[src/per_source_connection_limiter_defines.svh]
// Assertion macros shared by the per-source connection limiter RTL.
`ifndef PER_SOURCE_CONNECTION_LIMITER_DEFINES_SVH
`define PER_SOURCE_CONNECTION_LIMITER_DEFINES_SVH

// Same-cycle implication, disabled while reset is asserted.
`define PSCL_ASSERT_IMPL(label, clk, rst_n, ante, cons) \
    label: assert property (@(posedge clk) disable iff (!rst_n) (ante) |-> (cons)) \
        else $error("pscl assertion failed");

// Next-cycle implication, disabled while reset is asserted.
`define PSCL_ASSERT_NEXT(label, clk, rst_n, ante, cons) \
    label: assert property (@(posedge clk) disable iff (!rst_n) (ante) |=> (cons)) \
        else $error("pscl assertion failed");

`endif

[src/pscl_pkg.sv]
// Shared types and constants of the per-source connection limiter.
`timescale 1ns / 1ps

package pscl_pkg;

    localparam int ADDR_W    = 32;
    localparam int LIMIT_W   = 16;
    localparam int OUT_CNT_W = 16;
    localparam int STATUS_W  = 3;
    localparam int CFG_IDX_W = 2;

    typedef enum logic [STATUS_W-1:0] {
        STS_GRANTED     = 3'd0,
        STS_REF_TOTAL   = 3'd1,
        STS_REF_SOURCE  = 3'd2,
        STS_REF_FULL    = 3'd3,
        STS_RELEASED    = 3'd4,
        STS_REL_UNKNOWN = 3'd5
    } t_status;

    typedef enum logic [CFG_IDX_W-1:0] {
        CFG_PER_SOURCE_LIMIT = 2'd0,
        CFG_TOTAL_LIMIT      = 2'd1
    } t_cfg_idx;

    localparam logic OP_GRANT   = 1'b0;
    localparam logic OP_RELEASE = 1'b1;

    typedef struct packed {
        logic start;
        logic step;
    } t_scan_ctl;

    typedef struct packed {
        logic found;
        logic free_found;
    } t_scan_flags;

endpackage

[src/pscl_req_if.sv]
// Request channel: grant or release word for one source address.
`timescale 1ns / 1ps

interface pscl_req_if;
    import pscl_pkg::*;

    logic              valid;
    logic              ready;
    logic              opcode;
    logic [ADDR_W-1:0] source_addr;

    modport source (output valid, output opcode, output source_addr, input ready);
    modport sink (input valid, input opcode, input source_addr, output ready);
endinterface

[src/pscl_rsp_if.sv]
// Response channel: status and counts for one request word.
`timescale 1ns / 1ps

interface pscl_rsp_if;
    import pscl_pkg::*;

    logic                 valid;
    logic                 ready;
    logic [STATUS_W-1:0]  status;
    logic [OUT_CNT_W-1:0] source_count;
    logic [OUT_CNT_W-1:0] total_count_out;

    modport source (output valid, output status, output source_count,
                    output total_count_out, input ready);
    modport sink (input valid, input status, input source_count,
                  input total_count_out, output ready);
endinterface

[src/pscl_ram.sv]
// Generic single-write, single-read RAM with registered read data.
`timescale 1ns / 1ps

module pscl_ram #(
    parameter int WIDTH = 49,
    parameter int DEPTH = 64
) (
    input  logic                     i_clk,
    input  logic                     i_we,
    input  logic [$clog2(DEPTH)-1:0] i_waddr,
    input  logic [WIDTH-1:0]         i_wdata,
    input  logic [$clog2(DEPTH)-1:0] i_raddr,
    output logic [WIDTH-1:0]         o_rdata
);

    logic [WIDTH-1:0] r_mem [DEPTH];
    logic [WIDTH-1:0] r_rdata;

    always_ff @(posedge i_clk) begin
        if (i_we) begin
            r_mem[i_waddr] <= i_wdata;
        end
        r_rdata <= r_mem[i_raddr];
    end

    assign o_rdata = r_rdata;

endmodule

[src/pscl_match.sv]
// Table walk unit: one address compare per cycle, tracks hit and lowest free entry.
`timescale 1ns / 1ps

module pscl_match #(
    parameter int TABLE_ENTRIES = 64,
    parameter int COUNT_BITS    = 16
) (
    input  logic                             i_clk,
    input  logic                             i_rst_n,
    input  pscl_pkg::t_scan_ctl              i_ctl,
    input  logic [$clog2(TABLE_ENTRIES)-1:0] i_idx,
    input  logic                             i_entry_valid,
    input  logic [pscl_pkg::ADDR_W-1:0]      i_entry_addr,
    input  logic [COUNT_BITS-1:0]            i_entry_cnt,
    input  logic [pscl_pkg::ADDR_W-1:0]      i_key,
    output pscl_pkg::t_scan_flags            o_flags,
    output logic [$clog2(TABLE_ENTRIES)-1:0] o_hit_idx,
    output logic [COUNT_BITS-1:0]            o_hit_cnt,
    output logic [$clog2(TABLE_ENTRIES)-1:0] o_free_idx
);
    import pscl_pkg::*;

    localparam int IW = $clog2(TABLE_ENTRIES);

    t_scan_flags     r_flags, n_flags;
    logic [IW-1:0]   r_hit_idx;
    logic [COUNT_BITS-1:0] r_hit_cnt;
    logic [IW-1:0]   r_free_idx;
    logic            w_hit;

    assign w_hit = i_entry_valid && (i_entry_addr == i_key);

    always_comb begin
        n_flags = r_flags;
        if (i_ctl.start) begin
            n_flags = '0;
        end else if (i_ctl.step) begin
            if (w_hit) begin
                n_flags.found = 1'b1;
            end
            if (!i_entry_valid) begin
                n_flags.free_found = 1'b1;
            end
        end
    end

    always_ff @(posedge i_clk) begin
        if (!i_rst_n) begin
            r_flags <= '0;
        end else begin
            r_flags <= n_flags;
            // keep the first match and the lowest free slot
            if (i_ctl.step && !i_ctl.start) begin
                if (w_hit && !r_flags.found) begin
                    r_hit_idx <= i_idx;
                    r_hit_cnt <= i_entry_cnt;
                end
                if (!i_entry_valid && !r_flags.free_found) begin
                    r_free_idx <= i_idx;
                end
            end
        end
    end

    assign o_flags    = r_flags;
    assign o_hit_idx  = r_hit_idx;
    assign o_hit_cnt  = r_hit_cnt;
    assign o_free_idx = r_free_idx;

endmodule

[src/per_source_connection_limiter.sv]
// Per-source connection limiter: grant/release admission control over an address table.
// Each request word walks the whole source table, one entry per cycle through the
// table RAM's single read port and one address comparator, then decides and writes
// back the entry in ST_DECIDE, which waits until the output register is free (empty
// or being read) and then loads the response into it. A new request is accepted
// only in ST_IDLE, so the block cannot take one before the previous one is decided.
// After reset the table is cleared one entry per cycle, and requests are held off
// until it is cleared; configuration writes are taken at any time. Counts are
// COUNT_BITS wide; the reported counts are their low 16 bits.
`timescale 1ns / 1ps
`include "per_source_connection_limiter_defines.svh"

module per_source_connection_limiter #(
    parameter int TABLE_ENTRIES = 64,
    parameter int COUNT_BITS    = 16
) (
    input  logic                             i_clk,
    input  logic                             i_rst_n,
    input  logic                             i_cfg_we,
    input  logic [pscl_pkg::CFG_IDX_W-1:0]   i_cfg_idx,
    input  logic [pscl_pkg::LIMIT_W-1:0]     i_cfg_data,
    pscl_req_if.sink                         i_req,
    pscl_rsp_if.source                       o_rsp
);
    import pscl_pkg::*;

    localparam int IW = $clog2(TABLE_ENTRIES);
    localparam int SW = $clog2(TABLE_ENTRIES + 1);
    localparam int CW = COUNT_BITS;
    localparam int LW = (CW > LIMIT_W) ? CW : LIMIT_W;
    localparam int WW = 1 + ADDR_W + CW;

    typedef enum logic [1:0] {
        ST_CLEAR,
        ST_IDLE,
        ST_SCAN,
        ST_DECIDE
    } t_state;

    t_state               r_state, n_state;
    logic [IW-1:0]        r_clr_idx, n_clr_idx;
    logic [SW-1:0]        r_scan, n_scan;
    logic                 r_op, n_op;
    logic [ADDR_W-1:0]    r_addr, n_addr;
    logic [LIMIT_W-1:0]   r_psl, n_psl;
    logic [LIMIT_W-1:0]   r_tl, n_tl;
    logic [CW-1:0]        r_total, n_total;
    logic                 r_out_valid, n_out_valid;
    t_status              r_out_status, n_out_status;
    logic [OUT_CNT_W-1:0] r_out_src, n_out_src;
    logic [OUT_CNT_W-1:0] r_out_tot, n_out_tot;

    // table RAM
    logic                 w_we;
    logic [IW-1:0]        w_waddr;
    logic [WW-1:0]        w_wdata;
    logic [IW-1:0]        w_raddr;
    logic [WW-1:0]        w_rdata;

    // walk unit
    t_scan_ctl            w_ctl;
    t_scan_flags          w_flags;
    logic [SW-1:0]        w_prev;
    logic [IW-1:0]        w_hit_idx;
    logic [CW-1:0]        w_hit_cnt;
    logic [IW-1:0]        w_free_idx;

    // decision
    logic [CW-1:0]        w_cur;
    t_status              d_status;
    logic [CW-1:0]        d_cur;
    logic [CW-1:0]        d_total;
    logic                 d_we;
    logic [IW-1:0]        d_widx;
    logic [WW-1:0]        d_wdata;
    logic [LW-1:0]        w_cur_x;
    logic [LW-1:0]        w_tot_x;
    logic                 w_fire;

    pscl_ram #(
        .WIDTH (WW),
        .DEPTH (TABLE_ENTRIES)
    ) u_table (
        .i_clk   (i_clk),
        .i_we    (w_we),
        .i_waddr (w_waddr),
        .i_wdata (w_wdata),
        .i_raddr (w_raddr),
        .o_rdata (w_rdata)
    );

    assign w_prev  = r_scan - SW'(1);
    assign w_raddr = r_scan[IW-1:0];

    pscl_match #(
        .TABLE_ENTRIES (TABLE_ENTRIES),
        .COUNT_BITS    (COUNT_BITS)
    ) u_match (
        .i_clk         (i_clk),
        .i_rst_n       (i_rst_n),
        .i_ctl         (w_ctl),
        .i_idx         (w_prev[IW-1:0]),
        .i_entry_valid (w_rdata[WW-1]),
        .i_entry_addr  (w_rdata[WW-2 -: ADDR_W]),
        .i_entry_cnt   (w_rdata[CW-1:0]),
        .i_key         (r_addr),
        .o_flags       (w_flags),
        .o_hit_idx     (w_hit_idx),
        .o_hit_cnt     (w_hit_cnt),
        .o_free_idx    (w_free_idx)
    );

    assign w_cur  = w_flags.found ? w_hit_cnt : '0;
    assign w_fire = !r_out_valid || o_rsp.ready;

    always_comb begin
        d_status = STS_GRANTED;
        d_cur    = w_cur;
        d_total  = r_total;
        d_we     = 1'b0;
        d_widx   = w_flags.found ? w_hit_idx : w_free_idx;
        d_wdata  = '0;
        if (r_op == OP_GRANT) begin
            if (((r_tl != '0) && (LW'(r_total) >= LW'(r_tl))) || (r_total == {CW{1'b1}})) begin
                d_status = STS_REF_TOTAL;
            end else if (r_psl != '0) begin
                if ((LW'(w_cur) >= LW'(r_psl)) || (w_cur == {CW{1'b1}})) begin
                    d_status = STS_REF_SOURCE;
                end else if (!w_flags.found && !w_flags.free_found) begin
                    d_status = STS_REF_FULL;
                end else begin
                    d_we    = 1'b1;
                    d_wdata = {1'b1, r_addr, w_cur + CW'(1)};
                    d_cur   = w_cur + CW'(1);
                    d_total = r_total + CW'(1);
                end
            end else begin
                d_total = r_total + CW'(1);
            end
        end else begin
            if (w_flags.found) begin
                d_status = STS_RELEASED;
                d_we     = 1'b1;
                if (w_hit_cnt > CW'(1)) begin
                    d_wdata = {1'b1, r_addr, w_hit_cnt - CW'(1)};
                    d_cur   = w_hit_cnt - CW'(1);
                end else begin
                    // free the entry
                    d_wdata = {1'b0, r_addr, {CW{1'b0}}};
                    d_cur   = '0;
                end
            end else begin
                d_status = STS_REL_UNKNOWN;
                d_cur    = '0;
            end
            if (r_total != '0) begin
                d_total = r_total - CW'(1);
            end
        end
    end

    assign w_cur_x = LW'(d_cur);
    assign w_tot_x = LW'(d_total);

    always_comb begin
        n_state      = r_state;
        n_clr_idx    = r_clr_idx;
        n_scan       = r_scan;
        n_op         = r_op;
        n_addr       = r_addr;
        n_psl        = r_psl;
        n_tl         = r_tl;
        n_total      = r_total;
        n_out_valid  = r_out_valid && !o_rsp.ready;
        n_out_status = r_out_status;
        n_out_src    = r_out_src;
        n_out_tot    = r_out_tot;
        w_we         = 1'b0;
        w_waddr      = r_clr_idx;
        w_wdata      = '0;
        w_ctl        = '0;

        if (i_cfg_we) begin
            case (i_cfg_idx)
                CFG_PER_SOURCE_LIMIT: n_psl = i_cfg_data;
                CFG_TOTAL_LIMIT:      n_tl  = i_cfg_data;
                default: ;
            endcase
        end

        case (r_state)
            ST_CLEAR: begin
                w_we      = 1'b1;
                n_clr_idx = r_clr_idx + IW'(1);
                if (r_clr_idx == IW'(TABLE_ENTRIES - 1)) begin
                    n_state = ST_IDLE;
                end
            end
            ST_IDLE: begin
                if (i_req.valid) begin
                    n_op      = i_req.opcode;
                    n_addr    = i_req.source_addr;
                    n_scan    = '0;
                    w_ctl.start = 1'b1;
                    n_state   = ST_SCAN;
                end
            end
            ST_SCAN: begin
                // read data arrives in the cycle after its address
                w_ctl.step = (r_scan != '0);
                if (r_scan == SW'(TABLE_ENTRIES)) begin
                    n_state = ST_DECIDE;
                end else begin
                    n_scan = r_scan + SW'(1);
                end
            end
            ST_DECIDE: begin
                // hold until the output register is free
                if (w_fire) begin
                    w_we         = d_we;
                    w_waddr      = d_widx;
                    w_wdata      = d_wdata;
                    n_total      = d_total;
                    n_out_valid  = 1'b1;
                    n_out_status = d_status;
                    n_out_src    = w_cur_x[OUT_CNT_W-1:0];
                    n_out_tot    = w_tot_x[OUT_CNT_W-1:0];
                    n_state      = ST_IDLE;
                end
            end
            default: begin
                n_state = ST_IDLE;
            end
        endcase
    end

    always_ff @(posedge i_clk) begin
        if (!i_rst_n) begin
            r_state     <= ST_CLEAR;
            r_clr_idx   <= '0;
            r_scan      <= '0;
            r_psl       <= '0;
            r_tl        <= '0;
            r_total     <= '0;
            r_out_valid <= 1'b0;
        end else begin
            r_state      <= n_state;
            r_clr_idx    <= n_clr_idx;
            r_scan       <= n_scan;
            r_op         <= n_op;
            r_addr       <= n_addr;
            r_psl        <= n_psl;
            r_tl         <= n_tl;
            r_total      <= n_total;
            r_out_valid  <= n_out_valid;
            r_out_status <= n_out_status;
            r_out_src    <= n_out_src;
            r_out_tot    <= n_out_tot;
        end
    end

    assign i_req.ready           = (r_state == ST_IDLE);
    assign o_rsp.valid           = r_out_valid;
    assign o_rsp.status          = r_out_status;
    assign o_rsp.source_count    = r_out_src;
    assign o_rsp.total_count_out = r_out_tot;

    `PSCL_ASSERT_NEXT(a_accept_starts_walk, i_clk, i_rst_n, i_req.valid && i_req.ready, r_state == ST_SCAN)
    `PSCL_ASSERT_IMPL(a_result_from_decide, i_clk, i_rst_n, $rose(r_out_valid), $past(r_state == ST_DECIDE))
    `PSCL_ASSERT_NEXT(a_grant_bumps_total, i_clk, i_rst_n, (r_state == ST_DECIDE) && w_fire && (r_op == OP_GRANT) && (d_status == STS_GRANTED), r_total == $past(r_total) + CW'(1))
    `PSCL_ASSERT_NEXT(a_release_drops_total, i_clk, i_rst_n, (r_state == ST_DECIDE) && w_fire && (r_op == OP_RELEASE) && (r_total != '0), r_total == $past(r_total) - CW'(1))

endmodule
[src/flat_wrapper.sv]
// flat-port wrapper written by rule: the top's interface ports become plain ports
module per_source_connection_limiter_flat import pscl_pkg::*;
#(
    parameter int TABLE_ENTRIES = 64,
    parameter int COUNT_BITS    = 16
)
  (i_clk, i_rst_n, i_cfg_we, i_cfg_idx, i_cfg_data, i_req_valid, i_req_opcode, i_req_source_addr, i_req_ready, o_rsp_valid, o_rsp_status, o_rsp_source_count, o_rsp_total_count_out, o_rsp_ready);
  pscl_req_if i_req_i ();
  pscl_rsp_if o_rsp_i ();
  input  logic i_clk;
  input  logic i_rst_n;
  input  logic i_cfg_we;
  input  logic [pscl_pkg::CFG_IDX_W-1:0] i_cfg_idx;
  input  logic [pscl_pkg::LIMIT_W-1:0] i_cfg_data;
  input wire logic [$bits(i_req_i.valid)-1:0] i_req_valid;
  input wire logic [$bits(i_req_i.opcode)-1:0] i_req_opcode;
  input wire logic [$bits(i_req_i.source_addr)-1:0] i_req_source_addr;
  output wire logic [$bits(i_req_i.ready)-1:0] i_req_ready;
  output wire logic [$bits(o_rsp_i.valid)-1:0] o_rsp_valid;
  output wire logic [$bits(o_rsp_i.status)-1:0] o_rsp_status;
  output wire logic [$bits(o_rsp_i.source_count)-1:0] o_rsp_source_count;
  output wire logic [$bits(o_rsp_i.total_count_out)-1:0] o_rsp_total_count_out;
  input wire logic [$bits(o_rsp_i.ready)-1:0] o_rsp_ready;
  assign i_req_i.valid = i_req_valid;
  assign i_req_i.opcode = i_req_opcode;
  assign i_req_i.source_addr = i_req_source_addr;
  assign i_req_ready = i_req_i.ready;
  assign o_rsp_valid = o_rsp_i.valid;
  assign o_rsp_status = o_rsp_i.status;
  assign o_rsp_source_count = o_rsp_i.source_count;
  assign o_rsp_total_count_out = o_rsp_i.total_count_out;
  assign o_rsp_i.ready = o_rsp_ready;
  per_source_connection_limiter #(.TABLE_ENTRIES(TABLE_ENTRIES), .COUNT_BITS(COUNT_BITS)) u_core (.i_clk(i_clk), .i_rst_n(i_rst_n), .i_cfg_we(i_cfg_we), .i_cfg_idx(i_cfg_idx), .i_cfg_data(i_cfg_data), .i_req(i_req_i), .o_rsp(o_rsp_i));
endmodule
[config.mk]
export PLATFORM = sky130hd
export DESIGN_NAME = per_source_connection_limiter_flat
export DESIGN_NICKNAME = d
export VERILOG_FILES = /design/src/pscl_pkg.sv /design/src/pscl_req_if.sv /design/src/pscl_rsp_if.sv /design/src/pscl_ram.sv /design/src/pscl_match.sv /design/src/per_source_connection_limiter.sv /design/src/flat_wrapper.sv
export VERILOG_INCLUDE_DIRS = /design/src /design/src/src
export SDC_FILE = /design/constraint.sdc
export NUM_CORES = 2
export LEC_CHECK = 0
export ABC_CLOCK_PERIOD_IN_PS = 11000
export BUFFER_PORTS_ARGS = -buffer_cell sky130_fd_sc_hd__buf_2
export CORE_MARGIN = 2
export CORE_UTILIZATION = 60
export DETAILED_ROUTE_END_ITERATION = 8
export GPL_ROUTABILITY_DRIVEN = 0
export PLACE_DENSITY = 0.77
export SYNTH_ARGS = -nofsm -noshare
export SYNTH_HDL_FRONTEND = slang
export SYNTH_SLANG_ARGS = --single-unit
[constraint.sdc]
create_clock -name i_clk -period 11 [get_ports i_clk]
set_input_delay 0.55 -clock i_clk [delete_from_list [all_inputs] [get_ports i_clk]]
set_output_delay 0.55 -clock i_clk [all_outputs]
set_load 0.02 [all_outputs]
==> results_dict.tcl <==
set metrics [dict create \
    cts_made_buffers 340 \
    rsz0062_at_grt "no" \
    layout_commonest_cell "edfxtp_1" \
    die_y_um 468 \
    dr_total_vias 65308 \
    io_buffers 92 \
    routed_wl_um 350000 \
    r2r-end "u_core.u_table.r_mem[61][23]" \
    criticalPathCategory "flip-flop to flip-flop" \
    fin_skew_ps 96.4 \
    yosysWarnings 0 \
    grt_pass1_wl_um 496000 \
    holdBufCountCts 50 \
    ff2ff_path_depth 16 \
    core_area_sq_um 214000 \
    final-seq-area_sq_um 99400 \
    top_usage_layer "met2" \
    synth_edf_count 3232 \
    final_nets 6096 \
    worstPathArrival_ps 7070 \
    synthToLayoutAreaGrowth_pct 12.3 \
    grt_use_met3_pct 10.4 \
    critPathLaunchType "flip-flop" \
    grt_use_met2_pct 49.9 \
    cp.required_ps 11560 \
    leakagePower_uw 0.0402 \
    clock-root-buffer "clkbuf_16" \
    grt-ovfl-total 0 \
    dp_hpwl_um 186000 \
    ys_types 78 \
    fmax_mhz 154 \
    htreeDepth 5 \
    cts_sinks 3347 \
    fin_crit_ps 6510 \
    drt-pass1-iter-count 7 \
    holdCritPathClass "input pin to flip-flop" \
    antenna_found_initial 29 \
    grt_max_degree 145 \
    multiInputGateArea_sq_um 29100 \
    grt_usage_pct 32.5 \
    drv_slew 0 \
    start_util_pct 60.3 \
    powerDensity_nw_per_um2 175 \
    power.total_uw 25400 \
    relSlewSlack_pct 2.23 \
    met1_usage_pct 44.6 \
    wire_per_inst_um 38.5 \
    maxCapViolCount 0 \
    ys_seq_area_share_pct 76.8 \
    num_rows 170 \
    antenna_left 0 \
    ioPinCount 93 \
    crit_fanout 48 \
    viasPerCell 7.18 \
    ys.flop_type "edfxtp_1" \
    die_x_um 468 \
    worst_pin_slew_ps 1460 \
    tritoncts "built" \
    syn-instance-count 5626 \
    grt_pass1_vias 65062 \
    path_clk_slew_ps 60 \
    min_to "u_core.u_match.o_flags[1]" \
    finalHoldViolations 0 \
    syn_area_sq_um 129000 \
    holdCritStartpoint "i_req_valid" \
    first_iter_violations 11243 \
    vdd_drop_max_mv 0.203 \
    syn_area_per_cell_sq_um 23.0 \
    drc 0 \
    status "finished clean" \
    setup_violations 0 \
    most-common-layout-cells "3232 x edfxtp_1, 1029 x mux4_2, 343 x clkbuf_16" \
    clkLatencyLatePin_ps 980 \
    post_cts_buffers 0 \
    fin_crit_sh_pct 59.2 \
    reg2reg_from "u_core.u_match.o_flags[1]" \
    clk_path_buf_depth 4 \
    endpoint_kind "flip-flop" \
    tns_ps 0 \
    min_path_cells 4 \
    drive_gt1_share_pct 30.1 \
    cts_resized 0 \
    ys_async_sr_fraction_pct 0 \
    fill_cells 12393 \
    dieArea_sq_um 219000 \
    r2r_setup_slack_ps 4490 \
    ys_ff_latch 3347 \
    synth_fp_nets 5729 \
]
==> worst max path at each step <==
stage	end	cells after the start	slack, ps	startpoint
2_1_floorplan	u_core.u_table.r_mem[33][0]	15	3760	u_core.u_match.o_flags[1]
3_3_place_gp	u_core.u_table.r_mem[60][12]	16	4760	u_core.u_match.o_flags[1]
4_1_cts	u_core.u_table.r_mem[60][23]	16	4560	u_core.u_match.o_flags[1]
5_1_grt	u_core.u_table.r_mem[62][23]	16	4260	u_core.u_match.o_flags[1]
6_report	u_core.u_table.r_mem[61][23]	16	4490	u_core.u_match.o_flags[1]
3_5_place_dp	u_core.u_table.r_mem[63][21]	16	4680	u_core.u_match.o_flags[1]
==> registers in the layout (all words and copies together), names as in the netlist <==
register,cells
u_core.r_total,16
u_core.r_psl,16
u_core.r_clr_idx,6
u_core.u_table.o_rdata,49
u_core.u_match.o_free_idx,6
u_core.r_tl,16
u_core.r_addr,32
u_core.r_scan,7
u_core.o_rsp.valid,1
u_core.u_match.o_flags,2
u_core.o_rsp.status,3
u_core.o_rsp.source_count,16
u_core.o_rsp.total_count_out,16
u_core.r_op,1
u_core.u_table.r_mem,3136
u_core.r_state,2
u_core.u_match.o_hit_idx,6
u_core.u_match.o_hit_cnt,16
==> routing by layer <==
metal / wire length [um] / up-vias
met5: 157 / -
met4: 14900 / 24
met3: 50400 / 907
met2: 165000 / 5724
met1: 119000 / 34055
li1: - / 24598
==> cell families (layout without fill, tap and decap cells) <==
kind of cell / count (synthesis) / after routing / share of synthesized area [%]
DFF: 3347 / 3347 / 76.8
muxes: 1046 / 1046 / 18.0
and+or+nand+nor: 562 / 562 / 2.09
buffers and inverters: 365 / 987 / 1.15
AOI/OAI and AO/OA: 178 / 178 / 0.892
xor gates and xnor gates: 81 / 81 / 0.548
adders and majority gates: 47 / 47 / 0.455
other: 0 / 7 / 0
==> report_power, final <==
| part | switching (uW) | total, uW | internal [uW] |
|---|---|---|---|
| logic | 243 | 379 | 135 |
| clock network | 4780 | 11100 | 6310 |
| registers | 56.5 | 13900 | 13900 |
==> synth_stat cells, types with 4 or more instances <==
cell type | instances | area, sq um
buf_4 | 4 | 30.0
o21a_1 | 9 | 67.6
a31oi_1 | 5 | 31.3
nand2b_1 | 10 | 62.6
buf_1 | 40 | 150
o2111ai_1 | 6 | 52.6
xor2_1 | 34 | 298
nor2b_1 | 4 | 25.0
mux4_2 | 1029 | 23200
a21o_1 | 4 | 30.0
nand3_1 | 46 | 230
edfxtp_1 | 3232 | 97100
o211ai_1 | 14 | 105
a21oi_1 | 66 | 330
and3_1 | 44 | 275
o21ai_0 | 33 | 165
inv_1 | 64 | 240
nand4_1 | 23 | 144
o31ai_1 | 5 | 37.5
mux2i_1 | 16 | 160
buf_2 | 62 | 310
dfxtp_1 | 115 | 2300
or2_2 | 6 | 37.5
clkbuf_1 | 192 | 721
nor2_1 | 112 | 420
nor3_1 | 41 | 205
or3_1 | 20 | 125
nor4_1 | 19 | 119
and2_1 | 7 | 43.8
xnor2_1 | 47 | 412
or4_1 | 4 | 30.0
nand2_1 | 202 | 758
ha_1 | 47 | 588
==> worst max-delay path, cell delays in order (launching register included) <==
cell and delay, ps:
dfxtp_1 580, buf_4 370, nand2_1 150, inv_1 130
ha_1 250, and3_1 180, nand3_1 80, a2111oi_0 80
o41ai_1 540, and3_1 360, a21o_2 160, buf_4 630
a21oi_4 80, buf_4 420, buf_4 490, nor2_4 900
buf_4 540
==> per-stage QoR <==
| step | worst slack, ps | cells | instance area [sq um] | utilization, % | hold WS (ps) |
|---|---|---|---|---|---|
| 2_1_floorplan | 3760 | 5626 | 129000 | - | 386 |
| 3_3_place_gp | 4760 | 8439 | 134000 | 62.6 | 445 |
| 3_5_place_dp | 4680 | 8439 | 134000 | 62.6 | 470 |
| 4_1_cts | 4560 | 9086 | 145000 | 67.7 | 83.5 |
| 5_1_grt | 4260 | 9088 | 145000 | 67.7 | 131 |
| 6_report | 4490 | 9093 | 145000 | 67.7 | 119 |
==> final cells by class <==
class | count | share of cell area [%]
Clock buffer | 443 | 6.34
Antenna cell | 7 | 0.0121
Inverter | 64 | 0.165
Tap cell | 2838 | 2.45
Timing Repair Buffer | 326 | 1.68
Clock inverter | 154 | 0.852
Sequential cell | 3347 | 68.4
Multi-Input combinational cell | 1914 | 20.1
Note: power is estimated with default switching activity, not from simulation.
